**config.mk**
```make
export PLATFORM = sky130hd
export DESIGN_NAME = hhlt_out
export DESIGN_NICKNAME = d
export VERILOG_FILES = /design/src/hw/rtl/hhlt_pkg.sv /design/src/hw/rtl/hhlt_out.sv
export VERILOG_INCLUDE_DIRS = /design/src /design/src/hw/rtl
export SDC_FILE = /design/constraint.sdc
export NUM_CORES = 1
export LEC_CHECK = 0
export ABC_CLOCK_PERIOD_IN_PS = 4300
export BUFFER_PORTS_ARGS = -buffer_cell sky130_fd_sc_hd__buf_2
export CORE_MARGIN = 3
export CORE_UTILIZATION = 45
export CTS_BUF_LIST = sky130_fd_sc_hd__clkbuf_4 sky130_fd_sc_hd__clkbuf_8
export CTS_CLUSTER_DIAMETER = 40
export CTS_CLUSTER_SIZE = 12
export DETAILED_ROUTE_END_ITERATION = 10
export MAX_ROUTING_LAYER = met4
export PLACE_DENSITY = 0.77
export SYNTH_ARGS = -nofsm -noshare
export SYNTH_HDL_FRONTEND = slang
export SYNTH_SLANG_ARGS = --single-unit
```
**constraint.sdc**
```tcl
create_clock -name i_clk -period 4.3 [get_ports i_clk]
set_input_delay 0.215 -clock i_clk [delete_from_list [all_inputs] [get_ports i_clk]]
set_output_delay 0.215 -clock i_clk [all_outputs]
set_load 0.02 [all_outputs]
```
**src/hw/rtl/http_header_line_tokenizer_defines.svh**
```systemverilog
// Assertion macros shared by the header line tokenizer RTL.
// No dependencies; included by the files that carry assertions.
`ifndef HTTP_HEADER_LINE_TOKENIZER_DEFINES_SVH
`define HTTP_HEADER_LINE_TOKENIZER_DEFINES_SVH

// Same-cycle implication, disabled while reset is low.
`define HHLT_ASSERT_IMP(lbl, clk, rst_n, ante, cons) \
    lbl: assert property (@(posedge clk) disable iff (!(rst_n)) (ante) |-> (cons)) \
        else $error("hhlt assertion failed");

// Next-cycle implication, disabled while reset is low.
`define HHLT_ASSERT_NXT(lbl, clk, rst_n, ante, cons) \
    lbl: assert property (@(posedge clk) disable iff (!(rst_n)) (ante) |=> (cons)) \
        else $error("hhlt assertion failed");

`endif

```
**src/hw/rtl/hhlt_pkg.sv**
```systemverilog
// Types, constants, byte classifier and transition table of the header tokenizer.
// No dependencies; used by every other RTL file of the block but the assertion macro header.
package hhlt_pkg;

    localparam logic [6:0]  MAX_HEADERS   = 7'd64;
    localparam logic [15:0] MAX_BYTES_RST = 16'd4096;

    localparam logic [3:0] ST_START = 4'd0;
    localparam logic [3:0] ST_KEY   = 4'd2;
    localparam logic [3:0] ST_DONE  = 4'd10;
    localparam logic [3:0] ST_ERR   = 4'd11;

    localparam int unsigned ACT_SPACE = 14;
    localparam int unsigned ACT_UNDO  = 13;
    localparam int unsigned ACT_TERM  = 12;
    localparam int unsigned ACT_CUT   = 11;
    localparam int unsigned ACT_PUT   = 8;

    localparam logic [2:0] CL_CTL   = 3'd0;
    localparam logic [2:0] CL_CR    = 3'd1;
    localparam logic [2:0] CL_LF    = 3'd2;
    localparam logic [2:0] CL_BLANK = 3'd3;
    localparam logic [2:0] CL_COLON = 3'd4;
    localparam logic [2:0] CL_SEP   = 3'd5;
    localparam logic [2:0] CL_TOKEN = 3'd6;
    localparam logic [2:0] CL_HIGH  = 3'd7;

    localparam logic [7:0] CHR_SPACE = 8'h20;

    typedef enum logic [2:0] {
        K_IDLE   = 3'd0,
        K_KEY    = 3'd1,
        K_VAL    = 3'd2,
        K_KEYEND = 3'd3,
        K_PAIR   = 3'd4,
        K_END    = 3'd5,
        K_BAD    = 3'd6,
        K_BIG    = 3'd7
    } t_kind;

    typedef struct packed {
        t_kind      kind;
        logic [7:0] data;
        logic [6:0] hdr;
    } t_item;

    typedef struct packed {
        t_item it0;
        t_item it1;
        logic  two;
    } t_result;

    localparam logic [15:0] TRANS [10][8] = '{
        '{16'h000b, 16'h0001, 16'h000a, 16'h000b, 16'h000b, 16'h000b, 16'h0502, 16'h000b},
        '{16'h000b, 16'h000b, 16'h000a, 16'h000b, 16'h000b, 16'h000b, 16'h000b, 16'h000b},
        '{16'h000b, 16'h000b, 16'h000b, 16'h000b, 16'h1203, 16'h000b, 16'h0102, 16'h000b},
        '{16'h000b, 16'h0004, 16'h0005, 16'h0003, 16'h0106, 16'h0106, 16'h0106, 16'h0106},
        '{16'h000b, 16'h000b, 16'h0005, 16'h000b, 16'h000b, 16'h000b, 16'h000b, 16'h000b},
        '{16'h000b, 16'h1801, 16'h180a, 16'h0003, 16'h000b, 16'h000b, 16'h1d02, 16'h000b},
        '{16'h000b, 16'h4008, 16'h4009, 16'h4007, 16'h0106, 16'h0106, 16'h0106, 16'h0106},
        '{16'h000b, 16'h0008, 16'h0009, 16'h0007, 16'h0106, 16'h0106, 16'h0106, 16'h0106},
        '{16'h000b, 16'h000b, 16'h0009, 16'h000b, 16'h000b, 16'h000b, 16'h000b, 16'h000b},
        '{16'h000b, 16'h3801, 16'h380a, 16'h0007, 16'h000b, 16'h000b, 16'h3d02, 16'h000b}
    };

    function automatic logic [2:0] f_class(input logic [7:0] b);
        logic [2:0] cls;
        if (b[7]) begin
            cls = CL_HIGH;
        end else begin
            case (b) inside
                8'h0d: cls = CL_CR;
                8'h0a: cls = CL_LF;
                8'h20, 8'h09: cls = CL_BLANK;
                8'h3a: cls = CL_COLON;
                8'h28, 8'h29, 8'h3c, 8'h3e, 8'h40, 8'h2c, 8'h3b, 8'h5c,
                8'h22, 8'h2f, 8'h5b, 8'h5d, 8'h3f, 8'h3d, 8'h7b, 8'h7d: cls = CL_SEP;
                8'h7f: cls = CL_CTL;
                default: cls = (b < 8'h20) ? CL_CTL : CL_TOKEN;
            endcase
        end
        return cls;
    endfunction

endpackage

```
**src/hw/rtl/hhlt_out.sv**
```systemverilog
// Result register that hands out the one or two items of a byte as single transactions.
// Depends on hhlt_pkg and the assertion macro header.
`include "http_header_line_tokenizer_defines.svh"
module hhlt_out (
    input  logic              i_clk,
    input  logic              i_rst_n,
    input  logic              i_res_valid,
    output logic              o_res_ready,
    input  hhlt_pkg::t_result i_res,
    output logic              o_valid,
    input  logic              i_ready,
    output hhlt_pkg::t_item   o_item,
    output logic              o_last
);
    import hhlt_pkg::*;

    logic    r_valid;
    logic    r_idx;
    t_result r_res;
    logic    drain;

    assign o_valid     = r_valid;
    assign o_item      = r_idx ? r_res.it1 : r_res.it0;
    assign o_last      = r_idx || !r_res.two;
    assign drain       = r_valid && i_ready && o_last;
    assign o_res_ready = !r_valid || drain;

    always_ff @(posedge i_clk) begin
        if (!i_rst_n) begin
            r_valid <= 1'b0;
            r_idx   <= 1'b0;
        end else if (o_res_ready && i_res_valid) begin
            r_valid <= 1'b1;
            r_idx   <= 1'b0;
        end else if (drain) begin
            r_valid <= 1'b0;
        end else if (r_valid && i_ready) begin
            r_idx <= 1'b1;
        end
    end

    always_ff @(posedge i_clk) begin
        if (o_res_ready && i_res_valid) r_res <= i_res;
    end

    `HHLT_ASSERT_IMP(a_idx_two, i_clk, i_rst_n, r_valid && r_idx, r_res.two)
    `HHLT_ASSERT_NXT(a_load_first, i_clk, i_rst_n, o_res_ready && i_res_valid,
                     r_valid && !r_idx)
    `HHLT_ASSERT_NXT(a_drain_empty, i_clk, i_rst_n, drain && !i_res_valid, !r_valid)
    `HHLT_ASSERT_NXT(a_stall_hold, i_clk, i_rst_n, r_valid && !i_ready,
                     r_valid && $stable(r_idx))

endmodule

```
==> metrics.txt, run 1 <==
H-tree levels=2; Avg WL per Cell=between 10 and 15 um; unrepaired setup endpoints after global routing=no; WL final=2420 um; skew final=between 4 and 5 ps; number of I/O pins=62; Slew Viols, Final=0; P_int=~600 uW; worst skew pair latency=330 ps; Antenna Nets Post-Route=0; clock tree buffer depth=2; status=completed; Initial DRC Count=20; CTS clk-pin slew, worst paths=110 ps; Die Area=~4000 um^2; final setup vio count=0; max-cap check violation count=0; total power=between 700 and 800 uW; synth warn=0; Synth Instances=70; Critical R2R Launch=r_idx; power density over the cells=approximately 400 nW/um^2; largest net degree at the start of global routing=38; Final Hold Vio Count=0; CTS resizes=0; Min Clock Period, post-route=2320 ps; Tot GR Track Use=0.133; Comb pwr share=0.109; arrival time worst endpoint=~2300 ps; vias in the first global route=between 800 and 900; Yosys reg bits=39; Worst Max-Slew Pin Slew=~1000 ps; layout cell share with drive strength beyond 1=0.645; CP startpoint=r_idx; static leakage=slightly below 0.8 nW; clk sinks=39; crit end category=flop; die width=63.5 um; min-delay src=i_res[21]; vias per cell=around 4.6; CP Max Fanout=37; remaining global-route overflow=0; period utilization=0.539; CP required=roughly 4300 ps; max_slew headroom=0.320; setup_tns=0 ps; Clock Tree Root=clkbuf_4; post-DP HPWL=between 1500 and 2000 um; P&R area growth vs syn=27.8%; Nets=178; Yosys cell types=13; port bufs=61; CTS tree=done; DRC=0; Die Span Y=approximately 63 um; Seq/Total Area, Yosys=0.774; Via Count=roughly 840; core area=slightly above 3000 um^2; Mapped Area=between 1000 and 1500 um^2; drt pass-1 iters=4; CP Launch Type=flop; row count=20; Syn Nets=between 100 and 150; Clk network pwr share=0.300; Post-CTS Setup Bufs=0; maximum VDD drop=roughly 0.2 mV; Initial Utilization=0.479; total CTS buffers=5; initial antenna violation count=0; worst setup path class=flop to flop; Hold WC Path Type=primary input to flop; hold buffers post-CTS=0; Sw Pwr=approximately 160 uW; sequential share of power=0.592; first-pass GRT wire length=about 3700 um; routability cong.=between 0.6 and 0.7; sw frac=0.211; antenna cell count=0; syn_area_per_cell=about 21 um^2; Max Clk Rate=between 400 and 500 MHz
## critical path: stages (launching register included)
cell,delay (ps)
dfxtp_1,1010
nand2b_4,300
a21bo_2,140
and2_1,120
buf_4,390
## metal layers
layer	track usage	vias up	wire length, um
met5	-	-	0
met4	0.0809	0	56
met3	0.0410	7	213
met2	0.197	50	1100
met1	0.159	386	1050
li1	-	401	-
## placed cells by master (no fill, tap or decap)
cell type,synthesis,routed
bufinv_16,0,1
clkinv_2,0,1
edfxtp_1,37,37
buf_2,0,61
and2_1,1,1
a21oi_1,2,2
dfxtp_1,2,2
clkinv_1,0,1
a21bo_2,1,1
nand2b_4,1,1
o32ai_1,1,1
clkbuf_4,0,5
buf_4,0,1
inv_1,3,3
nand2_1,2,2
mux2_2,9,9
mux2_4,9,9
## power by group through the flow
stage | combinational, mW | sequential [mW] | clock, mW
3_3_place_gp | 0.0825 | 0.458 | 0
3_5_place_dp | 0.0840 | 0.460 | 0
4_1_cts | 0.0842 | 0.452 | 0.239
2_1_floorplan | 0.0509 | 0.457 | 0
6_report | 0.0830 | 0.451 | 0.228
5_1_grt | 0.0895 | 0.454 | 0.257
## final timing paths
| check | end | slack [ps] | cells past startpoint |
|---|---|---|---|
| max | r_res[6] | 1980 | 4 |
| min reg2reg | r_idx | 520 | 2 |
| max reg2reg | r_res[6] | 1980 | 4 |
| min | r_res[21] | 50 | 1 |
## area by class of cell
class                      count  area, um^2
clock buffer                   5        37.5
clock inverter                 3        38.8
fill                         242        1200
inverter                       3        11.3
multi-input combinational     26         293
sequential                    39        1150
tap                           44        55.1
timing repair buffer          62         313
## synthesized netlist by cell type
library cell / number / area [um^2]
edfxtp_1: 37 / 1110
mux2_2: 9 / 101
mux2_4: 9 / 135
inv_1: 3 / 11.3
a21oi_1: 2 / 10.0
dfxtp_1: 2 / 40.0
nand2_1: 2 / 7.51
a21bo_2: 1 / 10.0
and2_1: 1 / 6.26
buf_12: 1 / 20.0
buf_6: 1 / 11.3
nand2b_4: 1 / 13.8
o32ai_1: 1 / 8.76
## state kept, by name, summed over array words and instances, names as in the netlist
signal   count
r_idx        1
r_res       37
o_valid      1
## through the flow
step	worst slack (ps)	std cells	area (um^2)	hold slack (ps)	util
after floorplan	2220	70	1490	314	-
after global placement	2020	174	1820	391	0.588
after detailed placement	1960	174	1820	393	0.588
after global routing	1830	182	1900	1.87	0.612
final	1980	182	1900	48.6	0.612
after CTS	1950	182	1900	24.9	0.612
## cells by family after synthesis
logic type | count (synthesis) | synth area share
buffers and inverters | 5 | 0.0286
DFF | 39 | 0.774
muxes | 18 | 0.159
AOI/OAI and AO/OA | 4 | 0.0194
and+or+nand+nor | 4 | 0.0185
Note: power is estimated with default switching activity, not from simulation.
==> run 2: changes to the inputs <==
--- a/config.mk
+++ b/config.mk
@@ -6,16 +6,16 @@
 export SDC_FILE = /design/constraint.sdc
 export NUM_CORES = 1
 export LEC_CHECK = 0
-export ABC_CLOCK_PERIOD_IN_PS = 4300
+export ABC_CLOCK_PERIOD_IN_PS = 1950
 export BUFFER_PORTS_ARGS = -buffer_cell sky130_fd_sc_hd__buf_2
 export CORE_MARGIN = 3
-export CORE_UTILIZATION = 45
+export CORE_UTILIZATION = 44
 export CTS_BUF_LIST = sky130_fd_sc_hd__clkbuf_4 sky130_fd_sc_hd__clkbuf_8
 export CTS_CLUSTER_DIAMETER = 40
 export CTS_CLUSTER_SIZE = 12
 export DETAILED_ROUTE_END_ITERATION = 10
 export MAX_ROUTING_LAYER = met4
-export PLACE_DENSITY = 0.77
+export PLACE_DENSITY = 0.78
 export SYNTH_ARGS = -nofsm -noshare
 export SYNTH_HDL_FRONTEND = slang
 export SYNTH_SLANG_ARGS = --single-unit
==> constraint.sdc (replaced) <==
create_clock -name i_clk -period 1.95 [get_ports i_clk]
set_input_delay 0.0975 -clock i_clk [delete_from_list [all_inputs] [get_ports i_clk]]
set_output_delay 0.0975 -clock i_clk [all_outputs]
set_load 0.02 [all_outputs]
==> run 2 against run 1 <==
Net effect: largest cell class unchanged; clock power rose to 2.9 times the previous value; clock-buffer cell count up 1; first-iteration DRC count fell by 40%; via count rose by 19%; critical endpoint is now o_item[2].
==> metrics.txt, run 2 (synthesis results as in run 1) <==
status=completed (unchanged); crit end category=primary output (was flop); layout cell share with drive strength beyond 1=0.522 (was 0.645); period utilization=0.826; Critical R2R Launch=r_res[0] (was r_idx); commonest cells after routing, fill and taps aside=buf_2, dlygate4sd3_1, edfxtp_1 (was buf_2, edfxtp_1, mux2_4, mux2_2, clkbuf_4); Antenna Nets Post-Route=0 (unchanged); fillers=196 (was 242); worst skew pair latency=330 ps (about the same); Via Count=1008 (was 844); CTS clk-pin slew, worst paths=100 ps (was 110 ps); hold slack=27.6 ps (was 48.6 ps); min-delay src=i_res_valid (was i_res[21]); Final Hold Vio Count=0 (unchanged); clk sinks=39 (unchanged); skew final=10.7 ps (was 4.39 ps); CTS tree=done (unchanged); DRC=0 (unchanged); worst setup margin=338 ps (was 1980 ps); CP Max Fanout=19 (was 37); final setup vio count=0 (unchanged); Tot GR Track Use=0.168 (was 0.133); Nets=218 (was 178); WL final=3110 um (was 2420 um); worst setup path class=flop to primary output (was flop to flop); Worst Max-Slew Pin Slew=291 ps (was 1020 ps); largest net degree at the start of global routing=20 (was 38); vias in the first global route=1084 (was 851); maximum VDD drop=0.541 mV (was 0.201 mV); row count=20 (unchanged); core area=3130 um^2 (was 3100 um^2); Max Clk Rate=slightly above 600 MHz; total power=1.90 mW (was 762 uW); most common cell after layout, fill and taps aside=buf_2 (unchanged); static leakage=0.970 nW (was 0.787 nW); Setup WS pre-CTS=590 ps (was 1960 ps); CP Launch Type=flop (unchanged); remaining global-route overflow=0 (unchanged); Slew Viols, Final=0 (unchanged); arrival time worst endpoint=1510 ps (was 2310 ps); Initial DRC Count=12 (was 20); P&R area growth vs syn=56.4% (was 27.8%); initial antenna violation count=0 (unchanged); total CTS buffers=5 (unchanged); die width=64.1 um (was 63.5 um); clock tree buffer depth=2 (unchanged); setup_tns=0 ps (unchanged); unrepaired setup endpoints after global routing=no (unchanged); antenna cell count=0 (unchanged); first-pass GRT wire length=5040 um (was 3750 um); Avg WL per Cell=14.0 um (was 13.3 um); Initial Utilization=0.475 (was 0.479); power density over the cells=816 nW/um^2 (was 401 nW/um^2); Hold WC Path Type=primary input to flop (unchanged); max_slew headroom=0.806 (was 0.320); Clock Tree Root=clkbuf_4 (unchanged); drt pass-1 iters=2 (was 4); Die Span Y=64.1 um (was 63.5 um); number of I/O pins=62 (unchanged); max-cap check violation count=0 (unchanged); vias per cell=4.54 (was 4.64); Biggest register=r_res (unchanged); routability cong.=0.705 (was 0.671); H-tree levels=2 (unchanged); CP startpoint=r_idx (unchanged); port bufs=61 (unchanged); CP required=1850 ps (was 4290 ps); Die Area=4110 um^2 (was 4030 um^2); max reg flops=37 (unchanged); Min Clock Period, post-route=between 1500 and 2000 ps
-- run 2: per-stage QoR --
step | utilization | std cells | cell area (um^2)
3_5_place_dp | 0.588 | 176 | 1840
6_report | 0.743 | 222 | 2320
3_3_place_gp | 0.588 | 176 | 1840
4_1_cts | 0.743 | 222 | 2320
2_1_floorplan | - | 70 | 1490
5_1_grt | 0.743 | 222 | 2320
-- run 2: cell type report --
cell class                 instances  area, um^2  area share
sequential                        39        1150       0.495
timing repair buffer             102         708       0.305
multi-input combinational         26         294       0.126
clock inverter                     2        60.1      0.0258
tap                               44        55.1      0.0237
clock buffer                       6        45.0      0.0194
inverter                           3        11.3     0.00484
-- run 2: path summary, 6_finish.rpt --
path,to,slack [ps],depth (start not counted)
setup / recovery,o_item[2],340,3
hold / removal,o_valid,30,3
setup reg to reg,r_res[16],560,4
hold reg to reg,r_idx,550,2
-- run 2: metal layers --
metal  global-route usage  vias to the layer above  wire length [um]
met5                    -                        -                 0
li1                     -                      481                 -
met1                0.196                      471              1300
met4               0.0660                        0                36
met2                0.277                       51              1520
met3               0.0457                        5               250
-- run 2: what timing repair did --
| action | in CTS | in global routing |
|---|---|---|
| setup buffers | 0 | 0 |
| hold endpoints to repair | 38 | 0 |
| hold buffers | 38 | 0 |
| resized for setup | 0 | 0 |
-- run 2: critical path, cell delays in order (launching register included) --
cell     delay, ps
dfxtp_1        350
buf_4          290
mux2_2         380
buf_2          160
-- run 2: power by group --
group	leakage [nW]	internal (mW)	total (mW)	switching, mW
Sequential	0.372	0.976	0.991	0.0152
Combinational	0.542	0.140	0.253	0.114
Clock	0.0559	0.414	0.654	0.240
Total	0.970	1.53	1.90	0.368
==> run 3: changes to the inputs <==
--- a/config.mk
+++ b/config.mk
@@ -6,16 +6,16 @@
 export SDC_FILE = /design/constraint.sdc
 export NUM_CORES = 1
 export LEC_CHECK = 0
-export ABC_CLOCK_PERIOD_IN_PS = 1950
+export ABC_CLOCK_PERIOD_IN_PS = 1500
 export BUFFER_PORTS_ARGS = -buffer_cell sky130_fd_sc_hd__buf_2
 export CORE_MARGIN = 3
-export CORE_UTILIZATION = 44
+export CORE_UTILIZATION = 45
 export CTS_BUF_LIST = sky130_fd_sc_hd__clkbuf_4 sky130_fd_sc_hd__clkbuf_8
 export CTS_CLUSTER_DIAMETER = 40
 export CTS_CLUSTER_SIZE = 12
 export DETAILED_ROUTE_END_ITERATION = 10
 export MAX_ROUTING_LAYER = met4
-export PLACE_DENSITY = 0.78
+export PLACE_DENSITY = 0.77
 export SYNTH_ARGS = -nofsm -noshare
 export SYNTH_HDL_FRONTEND = slang
 export SYNTH_SLANG_ARGS = --single-unit
==> constraint.sdc (replaced) <==
create_clock -name i_clk -period 1.5 [get_ports i_clk]
set_input_delay 0.075 -clock i_clk [delete_from_list [all_inputs] [get_ports i_clk]]
set_output_delay 0.075 -clock i_clk [all_outputs]
set_load 0.02 [all_outputs]
==> run 3 against run 2 <==
Net effect: die area down 2.0%; register-to-register slack worse by 410 ps; via count up 3.2%; first-iteration DRC count up 58%; critical endpoint is now o_item[5]; largest power group unchanged; highest routed layer unchanged.
==> metrics.txt, run 3 (synthesis results as in run 1) <==
status=completed (unchanged); commonest cells after routing, fill and taps aside=buf_2, dlygate4sd3_1, edfxtp_1 (unchanged); CP required=1420 ps (was 1850 ps); remaining global-route overflow=0 (unchanged); static leakage=1.03 nW (was 0.970 nW); vias per cell=4.62 (was 4.54); Cell Chain, Critical Path=clkbuf_16 > mux2_2 > buf_6 (was buf_4 > mux2_2 > buf_2); crit end category=primary output (unchanged); CP Launch Type=flop (unchanged); most common cell after layout, fill and taps aside=buf_2 (unchanged); clock tree buffer depth=2 (unchanged); Via Count=1040 (was 1008); maximum VDD drop=0.613 mV (was 0.541 mV); fillers=184 (was 196); largest net degree at the start of global routing=21 (was 20); CP max-delay cell=dfxtp_4 (was mux2_2); routability cong.=0.751 (was 0.705); layout cell share with drive strength beyond 1=0.525 (was 0.522); worst skew pair latency=330 ps (about the same); CTS clk-pin slew, worst paths=110 ps (was 100 ps); Min Clock Period, post-route=1480 ps; power density over the cells=941 nW/um^2 (was 816 nW/um^2); die width=63.5 um (was 64.1 um); core area=3100 um^2 (was 3130 um^2); final setup vio count=0 (unchanged); WHS Path Cells=3 (unchanged); Worst Max-Slew Pin Slew=247 ps (was 291 ps); worst setup path class=flop to primary output (unchanged); arrival time worst endpoint=1400 ps (was 1510 ps); P&R area growth vs syn=67.8% (was 56.4%); DRC=0 (unchanged); sequential share of power=0.549 (was 0.522); Reg area=1150 um^2 (about the same); antenna cell count=0 (unchanged); clk sinks=39 (unchanged); post-DP HPWL=approximately 1900 um; max_slew headroom=0.835 (was 0.806); Slew Viols, Final=0 (unchanged); setup_tns=0 ps (unchanged); max-cap check violation count=0 (unchanged); Antenna Nets Post-Route=0 (unchanged); Nets=221 (was 218); Initial Utilization=0.479 (was 0.475); Die Span Y=63.5 um (was 64.1 um); P_int=1.85 mW (was 1.53 mW); total power=2.35 mW (was 1.90 mW); CP max stage delay=430 ps (was 380 ps); Sw Pwr=498 uW (was 368 uW); Hold WC Path Type=primary input to flop (unchanged); period utilization=0.984; Clk network pwr share=0.280 (was 0.344); Die Area=4030 um^2 (was 4110 um^2); Max Clk Rate=677 MHz; CTS tree=done (unchanged); initial antenna violation count=0 (unchanged); row count=20 (unchanged); port bufs=61 (unchanged); number of I/O pins=62 (unchanged); Clock Tree Root=clkbuf_4 (unchanged); Tot GR Track Use=0.183 (was 0.168); total CTS buffers=5 (unchanged); max reg flops=37 (unchanged); vias in the first global route=1143 (was 1084); unrepaired setup endpoints after global routing=yes (was no); WL final=3420 um (was 3110 um); Initial DRC Count=19 (was 12); Biggest register=r_res (unchanged); drt pass-1 iters=2 (unchanged); Final Hold Vio Count=0 (unchanged); Comb pwr share=0.171 (was 0.133); area of the multi-input gates=307 um^2 (was 294 um^2); first-pass GRT wire length=5310 um (was 5040 um); Post-CTS Setup Bufs=0 (unchanged); CP Max Fanout=5 (was 19); sw frac=0.212 (was 0.194); Avg WL per Cell=15.2 um (was 14.0 um); skew final=7.16 ps (was 10.7 ps); Worst R2R Path Depth=4 (unchanged); H-tree levels=2 (unchanged)
-- run 3: changes by cell type in the layout (fill, tap and decap cells not counted), sizes merged --
cell	change
dlygate4sd3	+1
clkinv	+2
bufinv	-1
buf	+1
-- run 3: final cells by class --
class                      count  area share
clock buffer                   5      0.0151
clock inverter                 3      0.0156
inverter                       3     0.00452
multi-input combinational     26       0.123
sequential                    39       0.463
tap                           44      0.0221
timing repair buffer         105       0.357
-- run 3: path summary, 6_finish.rpt --
kind	startpoint	slack, ps	to
min	i_ready	20	r_idx
max reg2reg	r_idx	150	r_res[30]
max	r_idx	20	o_item[5]
min reg2reg	o_valid	510	r_idx
-- run 3: routing by layer --
metal	wire length, um	global-route usage	up-vias
li1	-	-	491
met4	58	0.0674	0
met1	1280	0.189	495
met3	231	0.0463	5
met2	1850	0.334	49
met5	0	-	-
-- run 3: stage by stage --
step	utilization	hold WS (ps)	cells	cell area, um^2	setup slack [ps]
finish	0.804	23.9	225	2490	23.7
global route	0.804	7.72	225	2490	-41.5
CTS	0.766	5.09	224	2380	4.85
detailed placement	0.601	253	176	1870	214
global placement	0.601	251	176	1870	251
floorplan	-	174	70	1490	21.1
-- run 3: power groups by stage --
stage | clock [mW] | combinational [mW] | sequential [mW]
floorplan | 0 | 0.148 | 1.31
global placement | 0 | 0.261 | 1.31
detailed placement | 0 | 0.266 | 1.31
CTS | 0.680 | 0.352 | 1.29
global route | 0.728 | 0.427 | 1.30
finish | 0.658 | 0.400 | 1.29
-- run 3: repair_timing --
item                                    4_1_cts  5_1_grt
resized for setup                             6       29
hold buffers                                 39        0
hold endpoints to repair                     39        0
endpoints found under the setup margin       18        9
cloned                                        1        1
-- run 3: critical path, delay by kind of cell, from the launching register on --
family                 cells  cell delay, ps
buffers and inverters      2             300
DFF                        1             430
muxes                      1             340
